[src/rtl/ready_queue_with_aging_sort_macros.svh]
// ----------------------------------------------------------------------------
// ready queue assertion macros
// concurrent assertion helpers clocked on clk_i, disabled in reset
// ----------------------------------------------------------------------------
`ifndef READY_QUEUE_WITH_AGING_SORT_MACROS_SVH
`define READY_QUEUE_WITH_AGING_SORT_MACROS_SVH

// same-cycle implication
`define RQAS_ASSERT_SAME(label, ante, cons) \
  label: assert property (@(posedge clk_i) disable iff (!rst_ni) (ante) |-> (cons)) \
    else $error("ready queue assertion failed");

// next-cycle implication
`define RQAS_ASSERT_NEXT(label, ante, cons) \
  label: assert property (@(posedge clk_i) disable iff (!rst_ni) (ante) |=> (cons)) \
    else $error("ready queue assertion failed");

`endif

[src/rtl/rqas_pkg.sv]
// ----------------------------------------------------------------------------
// rqas_pkg
// shared codes and default sizes of the ready queue
// ----------------------------------------------------------------------------
`timescale 1ns / 1ps
`default_nettype none

package rqas_pkg;

  localparam int unsigned DEPTH_DEF      = 16;
  localparam int unsigned ID_BITS_DEF    = 8;
  localparam int unsigned SCORE_BITS_DEF = 16;
  localparam int unsigned FUNC_W         = 3;
  localparam int unsigned STATUS_W       = 2;

  typedef enum logic [FUNC_W-1:0] {
    FN_ENQ_TAIL = 3'd0,
    FN_ENQ_HEAD = 3'd1,
    FN_DEQ      = 3'd2,
    FN_AGE      = 3'd3,
    FN_SORT     = 3'd4
  } func_e;

  typedef enum logic [STATUS_W-1:0] {
    STS_DONE  = 2'd0,
    STS_EMPTY = 2'd1,
    STS_FULL  = 2'd2
  } status_e;

endpackage

`default_nettype wire

[src/rtl/rqas_ram.sv]
// ----------------------------------------------------------------------------
// rqas_ram
// ring payload store, one write port and two registered read ports
// ----------------------------------------------------------------------------
`timescale 1ns / 1ps
`default_nettype none

module rqas_ram #(
  parameter int unsigned DEPTH = rqas_pkg::DEPTH_DEF,
  parameter int unsigned WIDTH = rqas_pkg::ID_BITS_DEF + rqas_pkg::SCORE_BITS_DEF
) (
  input  wire logic                     clk_i,
  input  wire logic [$clog2(DEPTH)-1:0] ra_i,
  input  wire logic [$clog2(DEPTH)-1:0] rb_i,
  output logic      [WIDTH-1:0]         rd_a_o,
  output logic      [WIDTH-1:0]         rd_b_o,
  input  wire logic                     we_i,
  input  wire logic [$clog2(DEPTH)-1:0] wa_i,
  input  wire logic [WIDTH-1:0]         wd_i
);

  logic [WIDTH-1:0] mem [DEPTH];

  always_ff @(posedge clk_i) begin
    if (we_i) begin
      mem[wa_i] <= wd_i;
    end
    rd_a_o <= mem[ra_i];
    rd_b_o <= mem[rb_i];
  end

endmodule

`default_nettype wire

[src/rtl/ready_queue_with_aging_sort.sv]
// enqueue and unused codes finish in S_DISP; a dequeue of a non-empty queue finishes in S_DEQ; done_o is registered
// age of N entries: one read (S_AGE_RD) and one write (S_AGE_WR) per entry on the ring store
// sort of N >= 2 entries: passes through S_SRT_CUR, S_SRT_LOAD, S_SRT_SCAN and S_SRT_SWAP, at most N - 1 swaps
// one item at a time; a new item can be taken in the cycle that done_o pulses
// results cannot be stalled; async reset empties the queue, ring contents stay undefined
// ----------------------------------------------------------------------------
// ready_queue_with_aging_sort
// bounded ring of job entries with enqueue, dequeue, aging and selection sort
// ----------------------------------------------------------------------------
`timescale 1ns / 1ps
`default_nettype none
`include "ready_queue_with_aging_sort_macros.svh"

module ready_queue_with_aging_sort #(
  parameter int unsigned DEPTH      = rqas_pkg::DEPTH_DEF,
  parameter int unsigned ID_BITS    = rqas_pkg::ID_BITS_DEF,
  parameter int unsigned SCORE_BITS = rqas_pkg::SCORE_BITS_DEF
) (
  input  wire logic                          clk_i,
  input  wire logic                          rst_ni,
  input  wire logic                          start,
  output logic                               busy,
  input  wire logic [rqas_pkg::FUNC_W-1:0]   func_i,
  input  wire logic [ID_BITS-1:0]            job_id_i,
  input  wire logic [SCORE_BITS-1:0]         job_score_i,
  output logic                               done_o,
  output logic      [rqas_pkg::STATUS_W-1:0] status_o,
  output logic      [ID_BITS-1:0]            out_id_o,
  output logic      [SCORE_BITS-1:0]         out_score_o
);

  localparam int unsigned IDX_W  = $clog2(DEPTH);
  localparam int unsigned CNT_W  = $clog2(DEPTH + 1);
  localparam int unsigned WORD_W = ID_BITS + SCORE_BITS;

  typedef enum logic [9:0] {
    S_IDLE      = 10'b00_0000_0001,
    S_DISP      = 10'b00_0000_0010,
    S_DEQ       = 10'b00_0000_0100,
    S_AGE_RD    = 10'b00_0000_1000,
    S_AGE_WR    = 10'b00_0001_0000,
    S_SRT_CUR   = 10'b00_0010_0000,
    S_SRT_LOAD  = 10'b00_0100_0000,
    S_SRT_SCAN  = 10'b00_1000_0000,
    S_SRT_SWAP  = 10'b01_0000_0000,
    S_SRT_SWAP2 = 10'b10_0000_0000
  } state_e;

  state_e                     state_q, state_d;
  rqas_pkg::func_e            func_q;
  logic [ID_BITS-1:0]         id_q;
  logic [SCORE_BITS-1:0]      score_q;
  logic [IDX_W-1:0]           head_q, head_d;
  logic [CNT_W-1:0]           cnt_q, cnt_d;
  logic [CNT_W-1:0]           cur_q, cur_d;
  logic [CNT_W-1:0]           j_q, j_d;
  logic [IDX_W-1:0]           ms_q, ms_d;
  logic [IDX_W-1:0]           cs_q, cs_d;
  logic [WORD_W-1:0]          min_q, min_d;
  logic [WORD_W-1:0]          curw_q, curw_d;
  logic                       done_q, done_d;
  rqas_pkg::status_e          status_q, status_d;
  logic [ID_BITS-1:0]         oid_q, oid_d;
  logic [SCORE_BITS-1:0]      oscore_q, oscore_d;

  logic [IDX_W-1:0]           ra, rb, wa;
  logic                       we;
  logic [WORD_W-1:0]          wd, rd_a, rd_b;
  logic                       fin;
  rqas_pkg::status_e          fin_sts;
  logic [ID_BITS-1:0]         fin_id;
  logic [SCORE_BITS-1:0]      fin_score;
  logic [SCORE_BITS-1:0]      aged;
  logic                       accept;

  function automatic logic [IDX_W-1:0] slot_of(logic [IDX_W-1:0] hd, logic [CNT_W-1:0] pos);
    logic [CNT_W:0] sum;
    sum = (CNT_W + 1)'(hd) + (CNT_W + 1)'(pos);
    if (sum >= (CNT_W + 1)'(DEPTH)) begin
      sum = sum - (CNT_W + 1)'(DEPTH);
    end
    return sum[IDX_W-1:0];
  endfunction

  rqas_ram #(
    .DEPTH (DEPTH),
    .WIDTH (WORD_W)
  ) u_ram (
    .clk_i  (clk_i),
    .ra_i   (ra),
    .rb_i   (rb),
    .rd_a_o (rd_a),
    .rd_b_o (rd_b),
    .we_i   (we),
    .wa_i   (wa),
    .wd_i   (wd)
  );

  assign busy   = (state_q != S_IDLE);
  assign accept = start && !busy;
  assign aged   = rd_a[SCORE_BITS-1:0] -
                  SCORE_BITS'(rd_a[SCORE_BITS-1:0] != '0);

  always_comb begin
    state_d   = state_q;
    head_d    = head_q;
    cnt_d     = cnt_q;
    cur_d     = cur_q;
    j_d       = j_q;
    ms_d      = ms_q;
    cs_d      = cs_q;
    min_d     = min_q;
    curw_d    = curw_q;
    done_d    = 1'b0;
    status_d  = status_q;
    oid_d     = oid_q;
    oscore_d  = oscore_q;
    ra        = head_q;
    rb        = head_q;
    we        = 1'b0;
    wa        = head_q;
    wd        = {id_q, score_q};
    fin       = 1'b0;
    fin_sts   = rqas_pkg::STS_DONE;
    fin_id    = '0;
    fin_score = '0;

    case (state_q)
      S_IDLE: begin
        if (accept) begin
          state_d = S_DISP;
        end
      end
      S_DISP: begin
        case (func_q)
          rqas_pkg::FN_ENQ_TAIL: begin
            fin = 1'b1;
            if (cnt_q == CNT_W'(DEPTH)) begin
              fin_sts = rqas_pkg::STS_FULL;
            end else begin
              we    = 1'b1;
              wa    = slot_of(head_q, cnt_q);
              cnt_d = cnt_q + CNT_W'(1);
            end
          end
          rqas_pkg::FN_ENQ_HEAD: begin
            fin = 1'b1;
            if (cnt_q == CNT_W'(DEPTH)) begin
              fin_sts = rqas_pkg::STS_FULL;
            end else begin
              head_d = (head_q == '0) ? IDX_W'(DEPTH - 1) : head_q - IDX_W'(1);
              we     = 1'b1;
              wa     = head_d;
              cnt_d  = cnt_q + CNT_W'(1);
            end
          end
          rqas_pkg::FN_DEQ: begin
            if (cnt_q == '0) begin
              fin     = 1'b1;
              fin_sts = rqas_pkg::STS_EMPTY;
            end else begin
              ra      = head_q;
              state_d = S_DEQ;
            end
          end
          rqas_pkg::FN_AGE: begin
            if (cnt_q == '0) begin
              fin = 1'b1;
            end else begin
              cur_d   = '0;
              state_d = S_AGE_RD;
            end
          end
          rqas_pkg::FN_SORT: begin
            if (cnt_q < CNT_W'(2)) begin
              fin = 1'b1;
            end else begin
              cur_d   = '0;
              state_d = S_SRT_CUR;
            end
          end
          default: begin
            fin = 1'b1;
          end
        endcase
      end
      S_DEQ: begin
        fin       = 1'b1;
        fin_id    = rd_a[WORD_W-1:SCORE_BITS];
        fin_score = rd_a[SCORE_BITS-1:0];
        head_d    = (head_q == IDX_W'(DEPTH - 1)) ? '0 : head_q + IDX_W'(1);
        cnt_d     = cnt_q - CNT_W'(1);
      end
      S_AGE_RD: begin
        ra      = slot_of(head_q, cur_q);
        state_d = S_AGE_WR;
      end
      S_AGE_WR: begin
        we    = 1'b1;
        wa    = slot_of(head_q, cur_q);
        wd    = {rd_a[WORD_W-1:SCORE_BITS], aged};
        cur_d = cur_q + CNT_W'(1);
        if (cur_d == cnt_q) begin
          fin = 1'b1;
        end else begin
          state_d = S_AGE_RD;
        end
      end
      S_SRT_CUR: begin
        if (cur_q + CNT_W'(1) >= cnt_q) begin
          fin = 1'b1;
        end else begin
          ra      = slot_of(head_q, cur_q);
          j_d     = cur_q + CNT_W'(1);
          state_d = S_SRT_LOAD;
        end
      end
      S_SRT_LOAD: begin
        min_d   = rd_a;
        curw_d  = rd_a;
        cs_d    = slot_of(head_q, cur_q);
        ms_d    = cs_d;
        rb      = slot_of(head_q, j_q);
        state_d = S_SRT_SCAN;
      end
      S_SRT_SCAN: begin
        if (rd_b[SCORE_BITS-1:0] < min_q[SCORE_BITS-1:0]) begin
          min_d = rd_b;
          ms_d  = slot_of(head_q, j_q);
        end
        j_d = j_q + CNT_W'(1);
        if (j_d < cnt_q) begin
          rb = slot_of(head_q, j_d);
        end else begin
          state_d = S_SRT_SWAP;
        end
      end
      S_SRT_SWAP: begin
        if (ms_q != cs_q) begin
          we      = 1'b1;
          wa      = cs_q;
          wd      = min_q;
          state_d = S_SRT_SWAP2;
        end else begin
          cur_d   = cur_q + CNT_W'(1);
          state_d = S_SRT_CUR;
        end
      end
      S_SRT_SWAP2: begin
        we      = 1'b1;
        wa      = ms_q;
        wd      = curw_q;
        cur_d   = cur_q + CNT_W'(1);
        state_d = S_SRT_CUR;
      end
      default: begin
        state_d = S_IDLE;
      end
    endcase

    if (fin) begin
      state_d  = S_IDLE;
      done_d   = 1'b1;
      status_d = fin_sts;
      oid_d    = fin_id;
      oscore_d = fin_score;
    end
  end

  always_ff @(posedge clk_i or negedge rst_ni) begin
    if (!rst_ni) begin
      state_q <= S_IDLE;
      head_q  <= '0;
      cnt_q   <= '0;
      done_q  <= 1'b0;
    end else begin
      state_q <= state_d;
      head_q  <= head_d;
      cnt_q   <= cnt_d;
      done_q  <= done_d;
    end
  end

  always_ff @(posedge clk_i) begin
    if (accept) begin
      func_q  <= rqas_pkg::func_e'(func_i);
      id_q    <= job_id_i;
      score_q <= job_score_i;
    end
    cur_q    <= cur_d;
    j_q      <= j_d;
    ms_q     <= ms_d;
    cs_q     <= cs_d;
    min_q    <= min_d;
    curw_q   <= curw_d;
    status_q <= status_d;
    oid_q    <= oid_d;
    oscore_q <= oscore_d;
  end

  assign done_o      = done_q;
  assign status_o    = status_q;
  assign out_id_o    = oid_q;
  assign out_score_o = oscore_q;

  `RQAS_ASSERT_SAME(a_cnt_bound, 1'b1, cnt_q <= CNT_W'(DEPTH))
  `RQAS_ASSERT_NEXT(a_accept_busy, accept, busy && !done_o)
  `RQAS_ASSERT_SAME(a_done_idle, done_o, !busy)
  `RQAS_ASSERT_SAME(a_empty_zero, done_o && status_o == rqas_pkg::STS_EMPTY, {out_id_o, out_score_o} == '0)

endmodule

`default_nettype wire

[config.mk]
export PLATFORM = sky130hd
export DESIGN_NAME = ready_queue_with_aging_sort
export DESIGN_NICKNAME = d
export VERILOG_FILES = /design/src/rtl/rqas_pkg.sv /design/src/rtl/rqas_ram.sv /design/src/rtl/ready_queue_with_aging_sort.sv
export VERILOG_INCLUDE_DIRS = /design/src /design/src/rtl
export SDC_FILE = /design/constraint.sdc
export NUM_CORES = 1
export LEC_CHECK = 0
export ABC_AREA = 0
export BUFFER_PORTS_ARGS = -buffer_cell sky130_fd_sc_hd__buf_2
export CORE_AREA = 4 4 174 243
export CTS_CLUSTER_SIZE = 20
export DETAILED_ROUTE_END_ITERATION = 10
export DIE_AREA = 0 0 178 247
export GPL_TIMING_DRIVEN = 0
export PLACE_DENSITY = 0.83
export SLEW_MARGIN = 10
export SYNTH_ARGS = -nofsm -noshare
export SYNTH_HDL_FRONTEND = slang
export SYNTH_SLANG_ARGS = --single-unit
[constraint.sdc]
create_clock -name clk_i -period 7.33 [get_ports clk_i]
set_input_delay 1.0995 -clock clk_i [delete_from_list [all_inputs] [get_ports clk_i]]
set_output_delay 1.0995 -clock clk_i [all_outputs]
set_load 0.05 [all_outputs]
== Yosys cells after proc, flatten, opt, wreduce, memory -nomap -nowiden ==
Memory sizes are Yosys's and may differ from the RTL's. A register that Yosys moved wholly into a read port is not among the register bits.
Cells that the tools add are included.
Storage, ports and cells
  flip-flop bits (word level): 139
  bits in writable memories: 384
  bits of input ports: 30
  output and inout bits: 28
  word-level logic and storage cells: 156
  memories: 1
Memories
  u_ram.mem: depth 16, width 24, read ports 2, clocked after Yosys merged registers in 2, wr ports 1, line rqas_ram.sv:22  | logic [WIDTH-1:0] mem [DEPTH];
Cells by class
  $add $sub $neg: 15
  order comparisons: 8
  equal/unequal tests: 37
  muxes and demuxes: 60
  reduce and logical (&&, ||, !) cells: 19
Operators by type and width (count)
  $pmux 10 s10: 1
  $mux 10: 9
  $pmux 24 s3: 1
  $mux 4: 13
  $mux 24: 2
  $pmux 24 s2: 1
  $pmux 4 s2: 5
  $mux 5: 6
  $pmux 10 s3: 1
  $pmux 5 s2: 3
  $add 4x5->6: 4
  $ge 6x5->1 const B: 4
  $sub 4x1->4 const B: 5
  $ne 3x3->1 const B: 6
  $lt 16x16->1: 1
  $pmux 4 s4: 1
  $reduce_bool 16->1: 1
  $sub 16x1->16: 1
  $add 5x1->5 const B: 3
  $pmux 5 s3: 1
  $ne 2x2->1 const B: 6
  $ne 4x4->1 const B: 3
  $mux 1: 11
  $eq 10x1->1 const B: 1
  42 further kinds: 49

== Logic depth before layout (Yosys ltp) ==
  depth in word-level cells: 6
  gate-level depth with buffers: 17

== Hierarchy ==
Synthesis repeated with hierarchy kept, for this count alone.
Second synthesis, totals
  cell total of the unflattened synthesis: 1519
  area total of the unflattened synthesis: 25921.1 µm²
Modules (own cells, without submodules)
  rqas_ram: times used 1, cells each 865, area each 18220.0 µm²
  ready_queue_with_aging_sort: times used 1, cells each 654, area each 7701.1 µm²

== Least setup slack after synthesis ==
Ideal clock, no wire load.
  path kind: reg-to-reg
  start point: reg head_q[1]
  end point: mem u_ram.mem[0][0] (netlist name) (enable)
  data arrival time: 3.585 ns
  path slack: 3.340 ns
  stages on the path, launching flop included: 11
  buffers on the path: 0
  period minus slack after synthesis: 3.990 ns
  cells stage by stage: dfrtp_1 ha_1 a21o_1 a21oi_1 xnor2_1 inv_1 a222oi_1 a21boi_0 o21ai_0 or2_2 nor2_1
On the way
  cells in the longest elaborated chain, start to end: 6
  elaborated cells between the ends (all ways): 16
  classes of those cells: 5 x add/sub; 2 x order compare; 8 x mux; 1 x reduce/logical
RTL lines
  start, declared: line ready_queue_with_aging_sort.sv:53  | logic [IDX_W-1:0] head_q, head_d;
  start signal, assigned: line ready_queue_with_aging_sort.sv:273  | head_q <= '0;
  start signal, assigned: line ready_queue_with_aging_sort.sv:278  | head_q <= head_d;
  $add 4x5->6: line ready_queue_with_aging_sort.sv:78  | sum = (CNT_W + 1)'(hd) + (CNT_W + 1)'(pos);
  $ge 6x5->1 / $sub 4x1->4 (equally long branches): line ready_queue_with_aging_sort.sv:79, ready_queue_with_aging_sort.sv:80
  $mux 4: line ready_queue_with_aging_sort.sv:79  | if (sum >= (CNT_W + 1)'(DEPTH)) begin
  $mux 4: line ready_queue_with_aging_sort.sv:138  | if (cnt_q == CNT_W'(DEPTH)) begin
  $pmux 4 s2: line ready_queue_with_aging_sort.sv:135  | case (func_q)
  $pmux 4 s4 (*): line ready_queue_with_aging_sort.sv:128  | case (state_q)
  end, declared: line rqas_ram.sv:22
Every way passes the cells marked *; elsewhere a longest branch is shown, timed or not.

== Worst setup path after layout ==
  start point: reg state_q[0]
  end point: reg u_ram.rd_b_o[7], read port of u_ram.mem
On the way
  cells in the longest elaborated chain, start to end: 2
  elaborated cells between the ends (all ways): 3
  classes of those cells: 2 x eq/ne; 1 x mux
RTL lines
  start, declared: line ready_queue_with_aging_sort.sv:49  | state_e state_q, state_d;
  start signal, assigned: line ready_queue_with_aging_sort.sv:277  | state_q <= state_d;
  $eq 10x8->1 / $eq 10x7->1 (equally long branches): line ready_queue_with_aging_sort.sv:128
  $pmux 4 s2 (*): line ready_queue_with_aging_sort.sv:128
  end, declared: line rqas_ram.sv:16  | output logic [WIDTH-1:0] rd_b_o,
Marked as above.
A chain may end at the register's enable or synchronous reset.

==> metrics.md <==
| Metric | Value |
|---|---|
| Max Slew Vio Count | `0` |
| Worst ir drop on vdd | `about 0.23 mV` |
| Least-Margin Pin Slew | `1.21 ns` |
| Initial Util | `67.1%` |
| WL/cell | `~30 um` |
| MaxCap Viol Count | `0` |
| Seq cells post-synth | `about 570` |
| Die Height | `around 250 um` |
| Fin crit period | `5.76 ns` |
| Post-synthesis mux area share | `between 9 and 10%` |
| Residual DRC | `0` |
| Synth Area in Adders | `around 2.5%` |
| Synth cell types | `between 60 and 70` |
| Cell Area, Synth | `27000 um2` |
| Rel. slew slack | `between 10% and 20%` |
| P per Cell Area | `between 300 and 400 nW/um2` |
| CTS Buf Count | `53` |
| Arr. time, crit path | `6.21 ns` |
| CTS sink cnt | `around 570` |
| EDFF count, synth | `between 500 and 600` |
| Port bufs | `57` |
| H-Tree Depth | `2` |
| Hold slack | `~0.43 ns` |
| Cts hold-fix bufs | `0` |
| Syn Inst Count | `around 2.2k` |
| Worst Reg-to-Reg Cells | `13` |
| Worst R2R Start | `state_q[0]` |
| Antenna Nets Post-Route | `0` |
| Power after layout | `roughly 0.012 W` |
| CP dominant cell by count | `clkbuf_1` |
| Leak | `~12 nW` |
| Post-synth ARST share | `~3.5%` |
| DR vias | `20.5k` |
| Delay-heaviest family, CP | `buffers and inverters` |
| Layout Nets | `2384` |
| Required time of the critical path | `7.78 ns` |
| Die area | `between 40000 and 50000 um2` |
| Post-CTS Repair Setup Buffers | `0` |
| Crit. End Element | `flop` |
| Syn nets | `about 2.3k` |
| Worst-path cell chain | `clkbuf_1 -> nor4_4 -> nand4b_1 -> clkinv_1 -> nor2_1 -> a32o_1 -> buf_2 -> clkbuf_1 -> clkbuf_1 -> nand2_1 -> a31oi_1 -> a211oi_1 -> a21oi_1` |
| Initial drt markers | `between 2k and 3k` |
| Tcrit/Tclk final | `between 70% and 80%` |
| Routed vias/inst | `7.13` |
| Reg2Reg Capture Point | `u_ram.rd_b_o[7]` |
| Non-filler cells, final | `2875` |
| Post-synthesis compound-gate area fraction | `about an eighth` |
| Vias in the first global route | `around 21k` |
| Fraction of layout cells with a size suffix above 1 | `10.1%` |
| GRT Util Overall | `38.7%` |
| Hold Crit Class | `reg2reg` |
| Synth Flop Type | `edfxtp_1` |
| Die width | `approximately 180 um` |
| Area grow syn2layout | `11.9%` |
| Max Fclk | `about 170 MHz` |
| Root buffer cell | `clkbuf_16` |
| Reg-to-reg slack, setup | `between 1.5 and 2 ns` |
| Cells after DPL | `2783` |
| Fin. Hold Viols | `0` |
| Xor/xnor share of the synthesized area | `roughly 1.3%` |
| Pre-CTS WS | `around 2.1 ns` |
| Final wirelength | `~86 mm` |
| Main combinational cell family by area after synthesis | `compound AO/OA/AOI/OAI gates` |
| Cell count of the worst hold path | `0` |
| Skew-Pair Late Insertion Delay | `roughly 0.60 ns` |
| Outcome | `finished clean` |
| Resize count post-CTS | `0` |
| Critical path's largest stage delay | `~1.1 ns` |
| Crit path kind | `reg2reg` |
| Min-delay src | `u_ram.rd_a_o[11]` |
| Mean Syn Cell Area | `about 12 um2` |
| Global route overflow | `0` |
| IO Pins | `58` |
| Slowest cell on the critical path | `clkinv_1` |
| Core box area | `between 40000 and 50000 um2` |
| Clock skew | `roughly 0.017 ns` |
| Largest net degree at the start of global routing | `33` |
| # rows | `just under 90` |
| CTS max path bufs | `3` |
| Unrepaired setup endpoints after global routing | `false` |
| Hold path endpoint | `curw_q[11]` |
| CTS tree | `yes` |
| Top fanout value on the critical path | `32` |
| Antenna violations before repair | `3` |
| Seq/Total Area, Yosys | `about three fifths` |
| PnR worst setup slack | `1.57 ns` |
| Simple-Gate Fraction of Synth Area | `between 10% and 20%` |
| WP buf/inv | `5` |
| Synth warnings | `0` |
| First-pass GRT wire length | `125 mm` |
| Clock transition at the registers of the reported paths | `~0.060 ns` |
| Setup violations, final | `0` |
| Fin Setup TNS | `0 ns` |
| GPL Wtd Cong | `about 1` |
| Worst setup SP type | `flop` |
| First-pass iteration count of the detailed router | `8` |
| Post-DP HPWL | `between 60 and 70 mm` |
## flip-flops by register name (all words and copies together), names as in the netlist, 8 cells and up
| register | count |
|---|---|
| u_ram.rd_a_o | 24 |
| u_ram.mem | 384 |
| u_ram.rd_b_o | 24 |
| score_q | 16 |
| state_q | 10 |
| min_q | 24 |
| out_score_o | 16 |
| out_id_o | 8 |
| id_q | 8 |
| curw_q | 24 |
## cells in the final DEF (no fill, tap or decap), types with 7 or more instances in the layout
cell type	instances
dfxtp_1	48
a31oi_1	57
xor2_1	20
o21ai_0	27
buf_16	15
mux2i_1	243
dfrtp_1	19
inv_1	37
nor2_4	17
and2_1	120
a21o_1	14
a21oi_1	74
nor3_1	21
nor4_1	10
ha_1	45
buf_4	12
a222oi_1	23
buf_2	107
clkbuf_1	95
nor2_1	89
nand2_1	263
clkinv_1	7
clkbuf_16	54
o22ai_1	99
nand3_1	14
edfxtp_1	503
a211oi_1	161
xnor2_1	21
nand2b_1	11
## Yosys cell counts, types with 4 or more instances
cell type / count / area, um2
dfrtp_1: 19 / 475
nand2_1: 263 / 987
inv_1: 38 / 143
a222oi_1: 23 / 230
mux2i_1: 243 / 2430
nor4_1: 10 / 62.6
nand3_1: 14 / 70.1
a22oi_1: 4 / 30.0
o21ai_0: 32 / 160
and3_1: 4 / 25.0
clkbuf_1: 81 / 304
buf_2: 50 / 250
o22ai_1: 99 / 619
and2_1: 120 / 751
edfxtp_1: 503 / 15100
or3_1: 6 / 37.5
a21o_1: 14 / 105
fa_1: 5 / 100
dfxtp_1: 48 / 961
a221o_1: 4 / 40.0
o211ai_1: 4 / 30.0
nor3_1: 21 / 105
a211oi_1: 161 / 1210
nand2b_1: 11 / 68.8
nor2_1: 106 / 398
nand4_1: 5 / 31.3
buf_4: 7 / 52.6
a21oi_1: 74 / 370
ha_1: 45 / 563
xnor2_1: 21 / 184
xor2_1: 20 / 175
a31oi_1: 57 / 357
## cells by family (layout without fill, tap and decap cells)
| logic type | after synthesis | count (layout) |
|---|---|---|
| buffers and inverters | 179 | 347 |
| adder cells (fa/ha/maj) | 50 | 50 |
| multiplexers | 246 | 246 |
| flip-flops | 571 | 571 |
| AND/OR/NAND/NOR | 583 | 583 |
| AO/OA/AOI/OAI | 501 | 501 |
| XOR/XNOR | 41 | 41 |
| other | 0 | 2 |
## where the power goes
part,total [W],switching [W],internal [W]
registers,0.00421,0.000239,0.00397
clock network,0.00268,0.00119,0.00149
logic,0.00484,0.00342,0.00141
## stage by stage
step                utilization [%]  instance area, um2
CTS                            75.1               30100
finish                         75.1               30200
detailed placement             71.0               28500
floorplan                         -               27000
global route                   75.1               30100
global placement               69.5               27900
## metal layers
metal | vias to the layer above | track usage, % | wire [um]
li1 | 8536 | - | -
met1 | 9612 | 43.2 | 26800
met2 | 1783 | 63.8 | 40900
met3 | 580 | 9.97 | 10600
met4 | 2 | 28.6 | 7950
met5 | - | 0 | 18
## how the worst max path moves through the flow
stage | start | to | slack, ns | depth (start not counted)
5_1_grt | state_q[0] | u_ram.rd_b_o[8] | 1.46 | 13
3_5_place_dp | state_q[9] | u_ram.rd_b_o[10] | 2.12 | 11
3_3_place_gp | head_q[1] | u_ram.mem[2][10] | 1.47 | 10
6_report | state_q[0] | u_ram.rd_b_o[7] | 1.57 | 13
2_1_floorplan | head_q[1] | u_ram.mem[0][0] | 3.34 | 10
4_1_cts | state_q[9] | u_ram.rd_b_o[10] | 2.12 | 11
## area by class of cell
type / count / area [um2]
timing repair buffer: 78 / 756
inverter: 38 / 143
multi-input combinational: 1421 / 9760
tap: 534 / 668
sequential: 571 / 16600
buffer: 141 / 618
antenna: 2 / 5.00
fill: 2446 / 10000
clock inverter: 18 / 178
clock buffer: 72 / 1460
No activity file was read; power rests on OpenSTA's default activity.
